==> config.mk <==
export PLATFORM = sky130hd
export DESIGN_NAME = disk_drive_function_controller
export DESIGN_NICKNAME = d
export VERILOG_FILES = /design/src/ddfc_pkg.sv /design/src/disk_drive_function_controller.sv
export SDC_FILE = /design/constraint.sdc
export NUM_CORES = 1
export LEC_CHECK = 0
export ABC_AREA = 1
export BUFFER_PORTS_ARGS = -buffer_cell sky130_fd_sc_hd__buf_2
export CAP_MARGIN = 20
export CORE_MARGIN = 2
export CORE_UTILIZATION = 45
export DETAILED_ROUTE_END_ITERATION = 12
export MAX_ROUTING_LAYER = met4
export PLACE_DENSITY_LB_ADDON = 0.2
export SLEW_MARGIN = 25
export SYNTH_ARGS = -nofsm -noshare
export SYNTH_HDL_FRONTEND = slang
export SYNTH_SLANG_ARGS = --single-unit
==> constraint.sdc <==
create_clock -name i_clk -period 3.1 [get_ports i_clk]
set_input_delay 0.31 -clock i_clk [delete_from_list [all_inputs] [get_ports i_clk]]
set_output_delay 0.31 -clock i_clk [all_outputs]
set_load 0.01 [all_outputs]
==> src/ddfc_pkg.sv <==
// Shared types and constants for the disk drive function controller.
`default_nettype none
package ddfc_pkg;

    // Geometry of the disk store
    localparam int SECTOR_WORDS      = 338;
    localparam int HEAD_COUNT        = 8;
    localparam int SECTORS_PER_TRACK = 128;
    localparam int TRACK_COUNT       = 128;

    // Field widths
    localparam int WORD_W   = 12;
    localparam int ADDR_W   = 26;
    localparam int TRACK_W  = 7;
    localparam int HEAD_W   = 3;
    localparam int SECTOR_W = 7;
    localparam int REPLY_W  = 2;

    // Function code decoding (octal, as on the channel)
    localparam logic [WORD_W-1:0] FC_MASK       = 12'o7600;
    localparam logic [WORD_W-1:0] FC_READ       = 12'o1000;
    localparam logic [WORD_W-1:0] FC_WRITE      = 12'o1200;
    localparam logic [WORD_W-1:0] FC_TRACK      = 12'o1400;
    localparam logic [WORD_W-1:0] FC_HEAD       = 12'o1600;
    localparam logic [WORD_W-1:0] FC_STATUS     = 12'o1700;

    typedef enum logic [1:0] {
        MODE_NONE   = 2'd0,
        MODE_READ   = 2'd1,
        MODE_WRITE  = 2'd2,
        MODE_STATUS = 2'd3
    } t_mode;

    typedef enum logic [REPLY_W-1:0] {
        REPLY_NONE      = 2'd0,
        REPLY_DECLINED  = 2'd1,
        REPLY_PROCESSED = 2'd2,
        REPLY_ACCEPTED  = 2'd3
    } t_reply;

endpackage
`default_nettype wire

==> src/disk_drive_function_controller.sv <==
// Top level of the disk drive function controller: request decode and sector transfer.
//
// Usage:
//   Input channel (i_in_valid / o_in_ready) carries one request per handshake:
//   either a 12-bit function code (i_operation = 0) or one I/O slot
//   (i_operation = 1) with the current channel-full flag and channel word.
//   Output channel (o_out_valid / i_out_ready) carries exactly one result per
//   request: function reply, memory read/write strobe with word address and
//   data, status word, and the updated channel-full flag.
//   Path: each request goes through the input register, then the result
//   register, before o_out_valid rises. Throughput: one request per cycle
//   while the receiver takes results; the sector start address needs one
//   constant multiply by the sector length, placed between the two
//   registers, and the word pointer is a plain increment.
//   Reset (i_rst_n low, synchronous) clears track, head, sector, word pointer,
//   mode and latched status, and empties both pipeline registers.
//   When the receiver stalls, the result register holds; the input register
//   still takes one more request, then o_in_ready drops until the result
//   is taken. Drive state (pointer, mode) changes only as a request moves
//   into the result register, so stalls never change results.
`default_nettype none
module disk_drive_function_controller (
    input  wire logic                            i_clk,
    input  wire logic                            i_rst_n,
    input  wire logic                            i_in_valid,
    output logic                                 o_in_ready,
    input  wire logic                            i_operation,
    input  wire logic [ddfc_pkg::WORD_W-1:0]     i_func_code,
    input  wire logic                            i_channel_full,
    input  wire logic [ddfc_pkg::WORD_W-1:0]     i_write_word,
    output logic                                 o_out_valid,
    input  wire logic                            i_out_ready,
    output logic [ddfc_pkg::REPLY_W-1:0]         o_func_reply,
    output logic                                 o_mem_read,
    output logic                                 o_mem_write,
    output logic [ddfc_pkg::ADDR_W-1:0]          o_mem_address,
    output logic [ddfc_pkg::WORD_W-1:0]          o_mem_data,
    output logic                                 o_status_valid,
    output logic [ddfc_pkg::WORD_W-1:0]          o_status_word,
    output logic                                 o_channel_full_out
);
    import ddfc_pkg::*;

    // Input register
    logic                r_in_valid;
    logic                r_in_op;
    logic [WORD_W-1:0]   r_in_code;
    logic                r_in_full;
    logic [WORD_W-1:0]   r_in_wword;

    // Drive state
    logic [TRACK_W-1:0]  r_track;
    logic [HEAD_W-1:0]   r_head;
    logic [SECTOR_W-1:0] r_sector;
    logic [ADDR_W-1:0]   r_pointer;
    t_mode               r_mode;
    logic [WORD_W-1:0]   r_status;

    logic [TRACK_W-1:0]  n_track;
    logic [HEAD_W-1:0]   n_head;
    logic [SECTOR_W-1:0] n_sector;
    logic [ADDR_W-1:0]   n_pointer;
    t_mode               n_mode;
    logic [WORD_W-1:0]   n_status;

    // Result register
    logic                r_out_valid;
    t_reply              r_reply;
    logic                r_rd;
    logic                r_wr;
    logic [ADDR_W-1:0]   r_addr;
    logic [WORD_W-1:0]   r_data;
    logic                r_sval;
    logic [WORD_W-1:0]   r_sword;
    logic                r_full_out;

    t_reply              n_reply;
    logic                n_rd;
    logic                n_wr;
    logic [ADDR_W-1:0]   n_addr;
    logic [WORD_W-1:0]   n_data;
    logic                n_sval;
    logic [WORD_W-1:0]   n_sword;
    logic                n_full_out;

    // Handshake
    logic s_out_take;
    logic s_fire;
    logic s_in_take;

    assign s_out_take = !r_out_valid || i_out_ready;
    assign s_fire     = r_in_valid && s_out_take;
    assign o_in_ready = !r_in_valid || s_out_take;
    assign s_in_take  = i_in_valid && o_in_ready;

    // Sector start address: sector index times sector length, modulo 2^ADDR_W
    logic [SECTOR_W-1:0] s_new_sector;
    logic [ADDR_W-1:0]   s_idx;
    logic [ADDR_W-1:0]   s_start;
    logic                s_range_ok;

    assign s_new_sector = r_in_code[SECTOR_W-1:0];
    assign s_idx = (ADDR_W'(r_track) * ADDR_W'(HEAD_COUNT) + ADDR_W'(r_head))
                   * ADDR_W'(SECTORS_PER_TRACK) + ADDR_W'(s_new_sector);
    assign s_start = s_idx * ADDR_W'(SECTOR_WORDS);
    assign s_range_ok = (32'(r_track) < 32'(TRACK_COUNT))
                     && (32'(r_head) < 32'(HEAD_COUNT))
                     && (32'(s_new_sector) < 32'(SECTORS_PER_TRACK));

    always_comb begin
        n_track    = r_track;
        n_head     = r_head;
        n_sector   = r_sector;
        n_pointer  = r_pointer;
        n_mode     = r_mode;
        n_status   = r_status;
        n_reply    = REPLY_NONE;
        n_rd       = 1'b0;
        n_wr       = 1'b0;
        n_addr     = '0;
        n_data     = '0;
        n_sval     = 1'b0;
        n_sword    = '0;
        n_full_out = r_in_full;

        if (!r_in_op) begin
            unique case (r_in_code & FC_MASK)
                FC_READ, FC_WRITE: begin
                    n_mode   = ((r_in_code & FC_MASK) == FC_READ) ? MODE_READ : MODE_WRITE;
                    n_sector = s_new_sector;
                    if (s_range_ok) begin
                        n_pointer = s_start;
                        n_reply   = REPLY_ACCEPTED;
                    end else begin
                        n_reply   = REPLY_DECLINED;
                    end
                end
                FC_TRACK: begin
                    n_track = r_in_code[TRACK_W-1:0];
                    n_reply = REPLY_PROCESSED;
                end
                FC_HEAD: begin
                    if (r_in_code == FC_STATUS) begin
                        n_mode   = MODE_STATUS;
                        n_status = WORD_W'(r_sector);
                        n_sector = r_sector + SECTOR_W'(1);
                        n_reply  = REPLY_ACCEPTED;
                    end else begin
                        n_head  = r_in_code[HEAD_W-1:0];
                        n_reply = REPLY_PROCESSED;
                    end
                end
                default: begin
                    n_reply = REPLY_DECLINED;
                end
            endcase
        end else begin
            case (r_mode)
                MODE_READ: begin
                    if (!r_in_full) begin
                        n_rd       = 1'b1;
                        n_addr     = r_pointer;
                        n_pointer  = r_pointer + ADDR_W'(1);
                        n_full_out = 1'b1;
                    end
                end
                MODE_WRITE: begin
                    if (r_in_full) begin
                        n_wr       = 1'b1;
                        n_addr     = r_pointer;
                        n_data     = r_in_wword;
                        n_pointer  = r_pointer + ADDR_W'(1);
                        n_full_out = 1'b0;
                    end
                end
                MODE_STATUS: begin
                    n_sval     = 1'b1;
                    n_sword    = r_status;
                    n_full_out = 1'b1;
                    n_status   = '0;
                    n_mode     = MODE_NONE;
                end
                default: begin
                end
            endcase
        end
    end

    // Control and state registers
    always_ff @(posedge i_clk) begin
        if (!i_rst_n) begin
            r_in_valid  <= 1'b0;
            r_out_valid <= 1'b0;
            r_track     <= '0;
            r_head      <= '0;
            r_sector    <= '0;
            r_pointer   <= '0;
            r_mode      <= MODE_NONE;
            r_status    <= '0;
        end else begin
            if (o_in_ready) begin
                r_in_valid <= i_in_valid;
            end
            if (s_out_take) begin
                r_out_valid <= r_in_valid;
            end
            if (s_fire) begin
                r_track   <= n_track;
                r_head    <= n_head;
                r_sector  <= n_sector;
                r_pointer <= n_pointer;
                r_mode    <= n_mode;
                r_status  <= n_status;
            end
        end
    end

    // Payload registers
    always_ff @(posedge i_clk) begin
        if (s_in_take) begin
            r_in_op    <= i_operation;
            r_in_code  <= i_func_code;
            r_in_full  <= i_channel_full;
            r_in_wword <= i_write_word;
        end
        if (s_fire) begin
            r_reply    <= n_reply;
            r_rd       <= n_rd;
            r_wr       <= n_wr;
            r_addr     <= n_addr;
            r_data     <= n_data;
            r_sval     <= n_sval;
            r_sword    <= n_sword;
            r_full_out <= n_full_out;
        end
    end

    assign o_out_valid        = r_out_valid;
    assign o_func_reply       = r_reply;
    assign o_mem_read         = r_rd;
    assign o_mem_write        = r_wr;
    assign o_mem_address      = r_addr;
    assign o_mem_data         = r_data;
    assign o_status_valid     = r_sval;
    assign o_status_word      = r_sword;
    assign o_channel_full_out = r_full_out;

    // Checks
    a_rd_wr_excl: assert property (@(posedge i_clk) disable iff (!i_rst_n)
        o_out_valid |-> !(o_mem_read && o_mem_write))
        else $error("memory read and write in one result");

    a_status_no_reply: assert property (@(posedge i_clk) disable iff (!i_rst_n)
        (o_out_valid && o_status_valid) |-> (o_func_reply == REPLY_NONE))
        else $error("status delivered with a function reply");

    a_idle_addr_zero: assert property (@(posedge i_clk) disable iff (!i_rst_n)
        (o_out_valid && !o_mem_read && !o_mem_write) |-> (o_mem_address == '0))
        else $error("address driven without memory access");

    a_status_clears_mode: assert property (@(posedge i_clk) disable iff (!i_rst_n)
        (s_fire && r_in_op && (r_mode == MODE_STATUS)) |=> (r_mode == MODE_NONE))
        else $error("status slot did not clear the mode");

    a_stall_holds: assert property (@(posedge i_clk) disable iff (!i_rst_n)
        (o_out_valid && !i_out_ready) |=> ($stable(r_pointer) || !r_in_valid))
        else $error("pointer moved while result stalled");

endmodule
`default_nettype wire

==> results.json, run 1 <==
{
  "status": "finished, violations left",
  "violations": "setup timing",
  "final_nets": 1263,
  "gp_congestion": 0.935,
  "min_path_cells": 1,
  "io_pins": 88,
  "clock_sinks": 131,
  "powerDensity_mw_per_mm2": 478,
  "netSwitchingFraction": 0.270,
  "num_rows": 49,
  "fillers": 1586,
  "wirelength_um": 20300,
  "hp-start": "i_write_word[4]",
  "grt_max_degree": 53,
  "finalCriticalPeriod_ns": 3.40,
  "ys_warn_count": 0,
  "yosysUniqueCellTypes": 43,
  "cp-end-kind": "flop",
  "synth_edf_count": 77,
  "initial_core_util": 0.460,
  "maxSlewViolCount": 0,
  "core-area_mm2": 0.0180,
  "vdd_drop_max_mv": 0.572,
  "dieWidth_um": 140,
  "diodes": 0,
  "dp_hpwl_um": 15000,
  "ctsHoldBuffers": 0,
  "period_share": 1.10,
  "drive_gt1_frac": 0.242,
  "reg2reg_slack_ns": -0.30,
  "drcViolationCount": 0,
  "setup_tns_ns": -3.88,
  "setup_viol": 16,
  "cts_tree": "yes",
  "tightest_slew_ns": 0.996,
  "seq_area_mm2": 0.00340,
  "cts_root_buffer": "clkbuf_16",
  "synth_top_area_cell": "edfxtp_1",
  "drv_cap": 0,
  "r2r_start": "r_in_code[3]",
  "fin_worst_skew_ns": 0.0111,
  "synthTopCellsByArea": "edfxtp_1 28%, dfxtp_1 13%, ha_1 11%, nand2_1 8.8%, inv_1 6.2%",
  "synthCells": 991,
  "whs_endpoint": "r_in_wword[4]",
  "setup.worst_path.class": "reg -> reg",
  "synth-async-reset-ratio": 0,
  "clock_latency_ns": 0.42,
  "clockBufferDepth": 2,
  "p_leak_nw": 4.69,
  "reg2reg_to": "r_pointer[19]",
  "finalHoldViolations": 0,
  "syn2layout_area_growth_pct": 25.9,
  "cp-start-kind": "flop",
  "path_cells": "buf_4 > ha_4 > fa_2 > fa_1 > ha_4 > ha_4 > nand2_4 > nor2_4 > inv_2 > nor2_1 > o21ai_2 > nand2_1 > nand2_1 > nand3_1 > nand3_1 > nand2_1 > inv_1",
  "ys_seq_elements": 131,
  "path_max_fanout": 4,
  "clkPwrFrac": 0.408,
  "via_per_inst": 5.10,
  "final_cell_mix": "183 x nand2_1, 132 x inv_1, 93 x nor2_1, 82 x buf_2, 77 x edfxtp_1",
  "max_slew_margin": 0.335,
  "crit_arrival_ns": 3.71,
  "power.switching_mw": 1.34,
  "syn_area_mm2": 0.00826,
  "cp_slowest_cell": "fa_1",
  "grt_overflow": 0,
  "power_mw": 4.97,
  "ant_nets": 0,
  "worst_slack_ns": -0.303,
  "antenna_found_initial": 0,
  "multi_input_area_mm2": 0.00462,
  "max_stage_delay_ns": 0.53,
  "hold_path_class": "in -> reg",
  "synth_ff_type": "edfxtp_1",
  "synth_top_area_share": 0.280,
  "internal_power_mw": 3.63,
  "grt_pass1_vias": 6630,
  "h-tree-depth": 4,
  "grt_pass1_wl_um": 32600,
  "first_pass_iters": 5,
  "cts.clk_slew.worst_paths_ns": 0.06,
  "grt.total_usage": 0.214,
  "seq_power_share": 0.392,
  "fmax_mhz": 294,
  "synth.avg_cell_area_um2": 8.34,
  "rsz0062_at_grt": "true",
  "rr_worst_depth": 17,
  "numPortBuffers": 82,
  "dr_total_vias": 7017,
  "die_h_um": 140,
  "numCtsBuffers": 17,
  "die_area_mm2": 0.0195,
  "final_common_cell": "nand2_1",
  "power_frac_comb": 0.200,
  "routedWlPerCell_um": 14.7,
  "seq_area_frac_synth": 0.411,
  "first_iter_violations": 436,
  "cp.required_ns": 3.41
}
-- sequential cells by signal (all words and copies together) (netlist names), 2 cells and up --
| name | cells |
|---|---|
| o_mem_address | 26 |
| r_in_code | 12 |
| r_status | 7 |
| o_status_word | 7 |
| r_mode | 2 |
| r_in_wword | 12 |
| r_sector | 7 |
| o_mem_data | 12 |
| r_pointer | 26 |
| r_head | 3 |
| r_track | 7 |
| o_func_reply | 2 |
-- power by group through the flow --
stage               combinational [mW]  sequential, mW  clock (mW)
floorplan                        0.555            1.99           0
global route                      1.09            1.95        2.13
detailed placement               0.832            1.98           0
global placement                 0.823            1.98           0
CTS                              0.907            1.94        2.06
finish                           0.995            1.95        2.03
-- final cells by class --
| class | count | share of cell area |
|---|---|---|
| Clock buffer | 19 | 0.0416 |
| Clock inverter | 13 | 0.0155 |
| Inverter | 143 | 0.0517 |
| Multi-Input combinational cell | 688 | 0.445 |
| Sequential cell | 131 | 0.327 |
| Tap cell | 229 | 0.0276 |
| Timing Repair Buffer | 154 | 0.0922 |
-- cells in the mapped netlist (4+ instances only) --
library cell and number:
inv_2 6, nor2_2 4, clkbuf_1 10, buf_2 11, nand3b_1 5, o21ai_0 66
nand2_1 194, fa_1 23, buf_4 7, nor3_1 32, nand3_1 55, o21ai_1 8
buf_1 4, nand4_1 7, dfxtp_1 54, inv_1 136, o21bai_1 4, a21oi_1 64
edfxtp_1 77, nand2_2 4, xor2_1 11, nor2_1 99, ha_1 75, a31oi_1 7
-- per-layer routing --
layer	up-vias	global-route usage	wire length, um
li1	3559	-	-
met1	3230	0.287	9530
met2	198	0.329	9280
met3	30	0.0430	1100
met4	0	0.0670	395
met5	-	-	0
-- cell families after synthesis --
kind of cell,synth area share
other,0.000454
and+or+nand+nor,0.217
xor gates and xnor gates,0.0127
buffers and inverters,0.0851
AOI/OAI and AO/OA,0.104
adders and majority gates,0.169
DFF,0.411
-- how the worst max path moves through the flow --
stage                    end          from  slack [ns]
6_report       r_pointer[19]  r_in_code[3]       -0.30
2_1_floorplan  r_pointer[15]  r_in_code[3]       -0.05
5_1_grt        r_pointer[25]  r_in_code[3]       -0.43
3_5_place_dp   r_pointer[25]  r_in_code[6]       -0.27
3_3_place_gp   r_pointer[25]  r_in_code[3]       -0.25
4_1_cts        r_pointer[25]  r_in_code[3]       -0.24
-- worst max-delay path, delay by kind of cell (launching register included) --
family          cells  cell delay, ns
fa+ha+maj           5            1.72
compound gates      1            0.08
flops               1            0.48
simple gates        8            0.70
buf+inv             3            0.29
-- what timing repair did --
action / in CTS / in global routing
hold endpoints to repair: 0 / 0
gates resized for setup: 18 / 28
pin swaps: 6 / 14
setup endpoints to repair: 17 / 18
setup buffers: 3 / 8
-- metrics by stage --
step           hold WS, ns  area, um2   util  setup WS [ns]  instances
2_1_floorplan        0.409       8490      -        -0.0466        995
3_3_place_gp         0.485       9480  0.528         -0.250       1334
3_5_place_dp         0.488       9480  0.528         -0.275       1334
4_1_cts             0.0371      10200  0.567         -0.243       1369
5_1_grt             0.0452      10400  0.579         -0.427       1377
6_report            0.0597      10400  0.579         -0.303       1377
Power figures use the tool's default switching activity.
==> run 2, diff against run 1 <==
Settings changed: CELL_PAD_IN_SITES_DETAIL_PLACEMENT from default to 0, CELL_PAD_IN_SITES_GLOBAL_PLACEMENT from default to 1, CORE_UTILIZATION 45 to 41.
==> results.json, run 2 (synthesis gave the netlist of run 1 again) <==
{
  "drcViolationCount": 0,
  "cp-start-kind": "flop",
  "seq_power_share": 0.384,
  "clock_sinks": 131,
  "cts_tree": "yes",
  "cp.required_ns": 3.43,
  "holdWs_ns": 0.0469,
  "fin_worst_skew_ns": 0.0138,
  "internal_power_mw": 3.51,
  "dieWidth_um": 146,
  "via_per_inst": 4.86,
  "syn2layout_area_growth_pct": 28.1,
  "max_slew_margin": 0.404,
  "period_share": 1.11,
  "setup_tns_ns": -3.99,
  "hold_path_class": "in -> reg",
  "numPortBuffers": 82,
  "crit_arrival_ns": 3.76,
  "clkPwrFrac": 0.401,
  "place_inst": 1375,
  "drv_cap": 0,
  "dp_hpwl_um": 15900,
  "core-area_mm2": 0.0196,
  "setup.worst_path.class": "reg -> reg",
  "die_h_um": 146,
  "fmax_mhz": 292,
  "clock_latency_ns": 0.43,
  "final_cell_mix": "177 x nand2_1, 130 x inv_1, 91 x nor2_1, 82 x buf_2, 77 x edfxtp_1",
  "diodes": 0,
  "h-tree-depth": 4,
  "numCtsBuffers": 17,
  "tightest_slew_ns": 0.888,
  "cp-end-kind": "flop",
  "grt_overflow": 0,
  "violations": "setup timing",
  "grt_max_degree": 36,
  "first_pass_iters": 5,
  "antenna_found_initial": 0,
  "grt_pass1_wl_um": 34500,
  "finalHoldViolations": 0,
  "status": "finished, violations left",
  "clockBufferDepth": 2,
  "grt_pass1_vias": 6707,
  "cts_root_buffer": "clkbuf_16",
  "vdd_drop_max_mv": 0.492,
  "power.switching_mw": 1.56,
  "rsz0062_at_grt": "true",
  "io_pins": 88,
  "first_iter_violations": 299,
  "netSwitchingFraction": 0.307,
  "maxSlewViolCount": 0,
  "path_max_fanout": 4,
  "dr_total_vias": 6889,
  "setup_viol": 16,
  "worst_slack_ns": -0.326,
  "wirelength_um": 21000,
  "routedWlPerCell_um": 14.8,
  "p_leak_nw": 4.73,
  "cts.clk_slew.worst_paths_ns": 0.07,
  "ant_nets": 0,
  "initial_core_util": 0.422,
  "final_common_cell": "nand2_1",
  "drive_gt1_frac": 0.264,
  "ctsHoldBuffers": 0,
  "die_area_mm2": 0.0213,
  "instances_no_fill": 1417,
  "gp_congestion": 0.889,
  "finalCriticalPeriod_ns": 3.43,
  "final_nets": 1267,
  "num_rows": 51,
  "power_frac_comb": 0.215,
  "powerDensity_mw_per_mm2": 478,
  "grt.total_usage": 0.209
}
==> run 2: changes by cell type in the layout (fill, tap and decap cells not counted), moves of 4 or more <==
cell | previous run | this run
clkinv_8 | 0 | 4
nand2_1 | 183 | 177
inv_8 | 0 | 5
inv_6 | 1 | 6
nand2_2 | 12 | 17
clkinv_4 | 4 | 0
nand3_1 | 51 | 43
nand3_2 | 7 | 14
clkinv_2 | 5 | 1
==> run 2: layout make-up <==
class | count | area, um2
clock inverters | 15 | 174
clock buffers | 17 | 425
flip-flops and latches | 131 | 3400
inverters | 143 | 538
fillers | 1813 | 9000
repair buffers | 158 | 1010
multi-input cells | 688 | 4710
well taps | 265 | 332
==> run 2: what timing repair did <==
| item | 4_1_cts | 5_1_grt |
|---|---|---|
| pin swaps | 21 | 30 |
| endpoints found under the setup margin | 18 | 18 |
| buffers inserted | 3 | 7 |
| gates resized for setup | 29 | 43 |
==> run 2: routing by layer <==
metal / track usage / vias up / share of wire
met5: - / - / 0
met4: 0.0632 / 0 / 0.020
met3: 0.0332 / 23 / 0.028
met2: 0.326 / 129 / 0.47
met1: 0.281 / 3157 / 0.48
li1: - / 3580 / -
==> run 2: metrics by stage <==
stage | total power [mW] | util | instance area (um2) | setup WS (ns)
finish | 5.07 | 0.541 | 10600 | -0.326
global route | 5.30 | 0.541 | 10600 | -0.510
CTS | 4.94 | 0.527 | 10300 | -0.270
floorplan | 2.54 | - | 8490 | -0.0466
detailed placement | 2.83 | 0.488 | 9570 | -0.275
global placement | 2.83 | 0.488 | 9570 | -0.277
==> run 2: critical path: stages, from the launching register on <==
cell      delay (ns)
edfxtp_1        0.49
ha_1            0.34
fa_2            0.54
fa_2            0.45
ha_4            0.23
ha_4            0.30
nand2_4         0.07
buf_12          0.12
nor2_4          0.08
nand2_1         0.07
nand2_2         0.08
buf_4           0.11
nand3_2         0.06
nand2_1         0.06
nand2_1         0.05
nand3_2         0.06
nand3_1         0.06
nand2_1         0.09
inv_1           0.04
==> run 2: power groups by stage <==
stage / clock [mW] / sequential [mW] / combinational (mW)
floorplan: 0 / 1.99 / 0.555
global placement: 0 / 1.98 / 0.845
detailed placement: 0 / 1.98 / 0.845
CTS: 2.07 / 1.95 / 0.926
global route: 2.16 / 1.95 / 1.19
finish: 2.03 / 1.95 / 1.09
==> run 2: worst paths after layout <==
path                                startpoint             to  slack [ns]  depth (start not counted)
worst max-delay path              r_in_code[3]  r_pointer[21]       -0.33                         18
worst min-delay path            i_func_code[1]   r_in_code[1]        0.05                          1
worst min register to register     r_sector[1]    r_sector[1]        0.50                          2
worst max register to register    r_in_code[3]  r_pointer[21]       -0.33                         18
==> run 3, diff against run 2 <==
Settings changed: CORE_UTILIZATION 41 to 45, SLEW_MARGIN 25 to 20.
Clock period 3.1 ns to 3.6 ns, I/O delays scaled along.
==> results.json, run 3 (synthesis gave the netlist of run 1 again) <==
{
  "drv_cap": 0,
  "cts_tree": "yes",
  "diodes": 0,
  "setup_viol": 0,
  "dp_hpwl_um": 15000,
  "netSwitchingFraction": 0.287,
  "final_cell_mix": "188 x nand2_1, 134 x inv_1, 93 x nor2_1, 82 x buf_2, 77 x edfxtp_1",
  "numPortBuffers": 82,
  "vdd_drop_max_mv": 0.370,
  "max_slew_margin": 0.357,
  "via_per_inst": 5.14,
  "status": "finished, final reports clean",
  "clock_sinks": 131,
  "max_stage_delay_ns": 0.59,
  "internal_power_mw": 2.99,
  "final_nets": 1221,
  "h-tree-depth": 4,
  "grt_pass1_vias": 6396,
  "core-area_mm2": 0.0180,
  "grt_pass1_wl_um": 32300,
  "power_frac_comb": 0.170,
  "drcViolationCount": 0,
  "min_path_cells": 1,
  "final_cell_area_mm2": 0.00995,
  "routedWlPerCell_um": 15.2,
  "grt_overflow": 0,
  "finalCriticalPeriod_ns": 3.54,
  "num_rows": 49,
  "dr_total_vias": 6863,
  "reg2reg_slack_ns": 0.06,
  "dieWidth_um": 140,
  "finalHoldViolations": 0,
  "fillers": 1669,
  "path_buf_inv": 4,
  "clock_latency_ns": 0.43,
  "cp_slowest_cell": "fa_2",
  "hp-start": "i_func_code[2]",
  "crit_arrival_ns": 3.89,
  "cp-start-kind": "flop",
  "fin_worst_skew_ns": 0.0102,
  "power.switching_mw": 1.21,
  "numCtsBuffers": 17,
  "r2r_start": "r_in_code[3]",
  "die_h_um": 140,
  "rsz0062_at_grt": "true",
  "grt_max_degree": 53,
  "path_cells": "buf_6 > ha_4 > inv_2 > fa_1 > inv_2 > fa_2 > ha_4 > ha_4 > buf_6 > nand2_4 > nand2_2 > nand2_1 > nand2_1 > nand2_1 > nand3b_1 > nand2_1 > nand2_1 > nand2_1 > nand3_1 > a21oi_1",
  "maxSlewViolCount": 0,
  "first_iter_violations": 514,
  "period_share": 0.983,
  "cts_root_buffer": "clkbuf_16",
  "post_dp_cell_area_mm2": 0.00898,
  "reg2reg_to": "r_pointer[24]",
  "whs_endpoint": "r_in_code[2]",
  "final_common_cell": "nand2_1",
  "hold_path_class": "in -> reg",
  "setup_tns_ns": 0,
  "crit_top_cell": "nand2_1",
  "gp_congestion": 0.862,
  "first_pass_iters": 5,
  "rr_worst_depth": 20,
  "seq_power_share": 0.399,
  "ant_nets": 0,
  "ctsHoldBuffers": 0,
  "grt.total_usage": 0.215,
  "powerDensity_mw_per_mm2": 422,
  "syn2layout_area_growth_pct": 20.5,
  "path_max_fanout": 5,
  "initial_core_util": 0.460,
  "p_leak_nw": 4.48,
  "drive_gt1_frac": 0.196,
  "setup.worst_path.class": "reg -> reg",
  "die_area_mm2": 0.0195,
  "clockBufferDepth": 2,
  "tightest_slew_ns": 0.964,
  "io_pins": 88,
  "cp.required_ns": 3.95,
  "path_delay_family": "adder cells",
  "cts.clk_slew.worst_paths_ns": 0.07,
  "fmax_mhz": 283,
  "cp-end-kind": "flop",
  "clkPwrFrac": 0.431,
  "antenna_found_initial": 0,
  "wirelength_um": 20300
}
[run 3: final cells by class]
type | instances | area, um2 | share of cell area
multi-input combinational | 688 | 4480 | 0.450
clock buffer | 17 | 425 | 0.0427
timing repair buffer | 112 | 647 | 0.0650
sequential | 131 | 3390 | 0.341
tap | 229 | 287 | 0.0288
inverter | 143 | 538 | 0.0541
clock inverter | 15 | 188 | 0.0189
[run 3: how the worst max path moves through the flow]
stage / depth (start not counted) / from / slack (ns) / end
3_3_place_gp: 13 / r_in_code[5] / -0.01 / r_pointer[15]
2_1_floorplan: 17 / r_in_code[3] / 0.19 / r_pointer[15]
5_1_grt: 20 / r_in_code[3] / -0.16 / r_pointer[24]
3_5_place_dp: 18 / r_in_code[3] / -0.01 / r_pointer[19]
6_report: 20 / r_in_code[3] / 0.06 / r_pointer[24]
4_1_cts: 14 / r_in_code[3] / 0.003 / r_pointer[20]
[run 3: power groups by stage]
stage | Sequential [mW] | Combinational [mW] | Clock [mW]
global placement | 1.70 | 0.553 | 0
floorplan | 1.71 | 0.374 | 0
finish | 1.67 | 0.714 | 1.81
detailed placement | 1.70 | 0.553 | 0
CTS | 1.67 | 0.564 | 1.84
global route | 1.68 | 0.791 | 1.91
[run 3: per-stage QoR]
| stage | instances | util | setup WS [ns] | power, mW | hold slack (ns) |
|---|---|---|---|---|---|
| floorplan | 995 | - | 0.187 | 2.08 | 0.456 |
| global placement | 1296 | 0.500 | -0.0140 | 2.26 | 0.485 |
| detailed placement | 1296 | 0.500 | -0.0107 | 2.26 | 0.485 |
| CTS | 1329 | 0.535 | 0.00258 | 4.08 | 0.0885 |
| global route | 1335 | 0.554 | -0.163 | 4.38 | 0.0852 |
| finish | 1335 | 0.554 | 0.0629 | 4.20 | 0.104 |
[run 3: repair_timing]
item,CTS,global route
pin swaps,0,25
gates resized for setup,3,53
setup endpoints to repair,5,16
setup buffers,1,6
[run 3: layer usage]
layer  track usage  wire, um
met5             -         0
met4        0.0680       375
met3        0.0434      1020
met2         0.321      9100
met1         0.296      9820
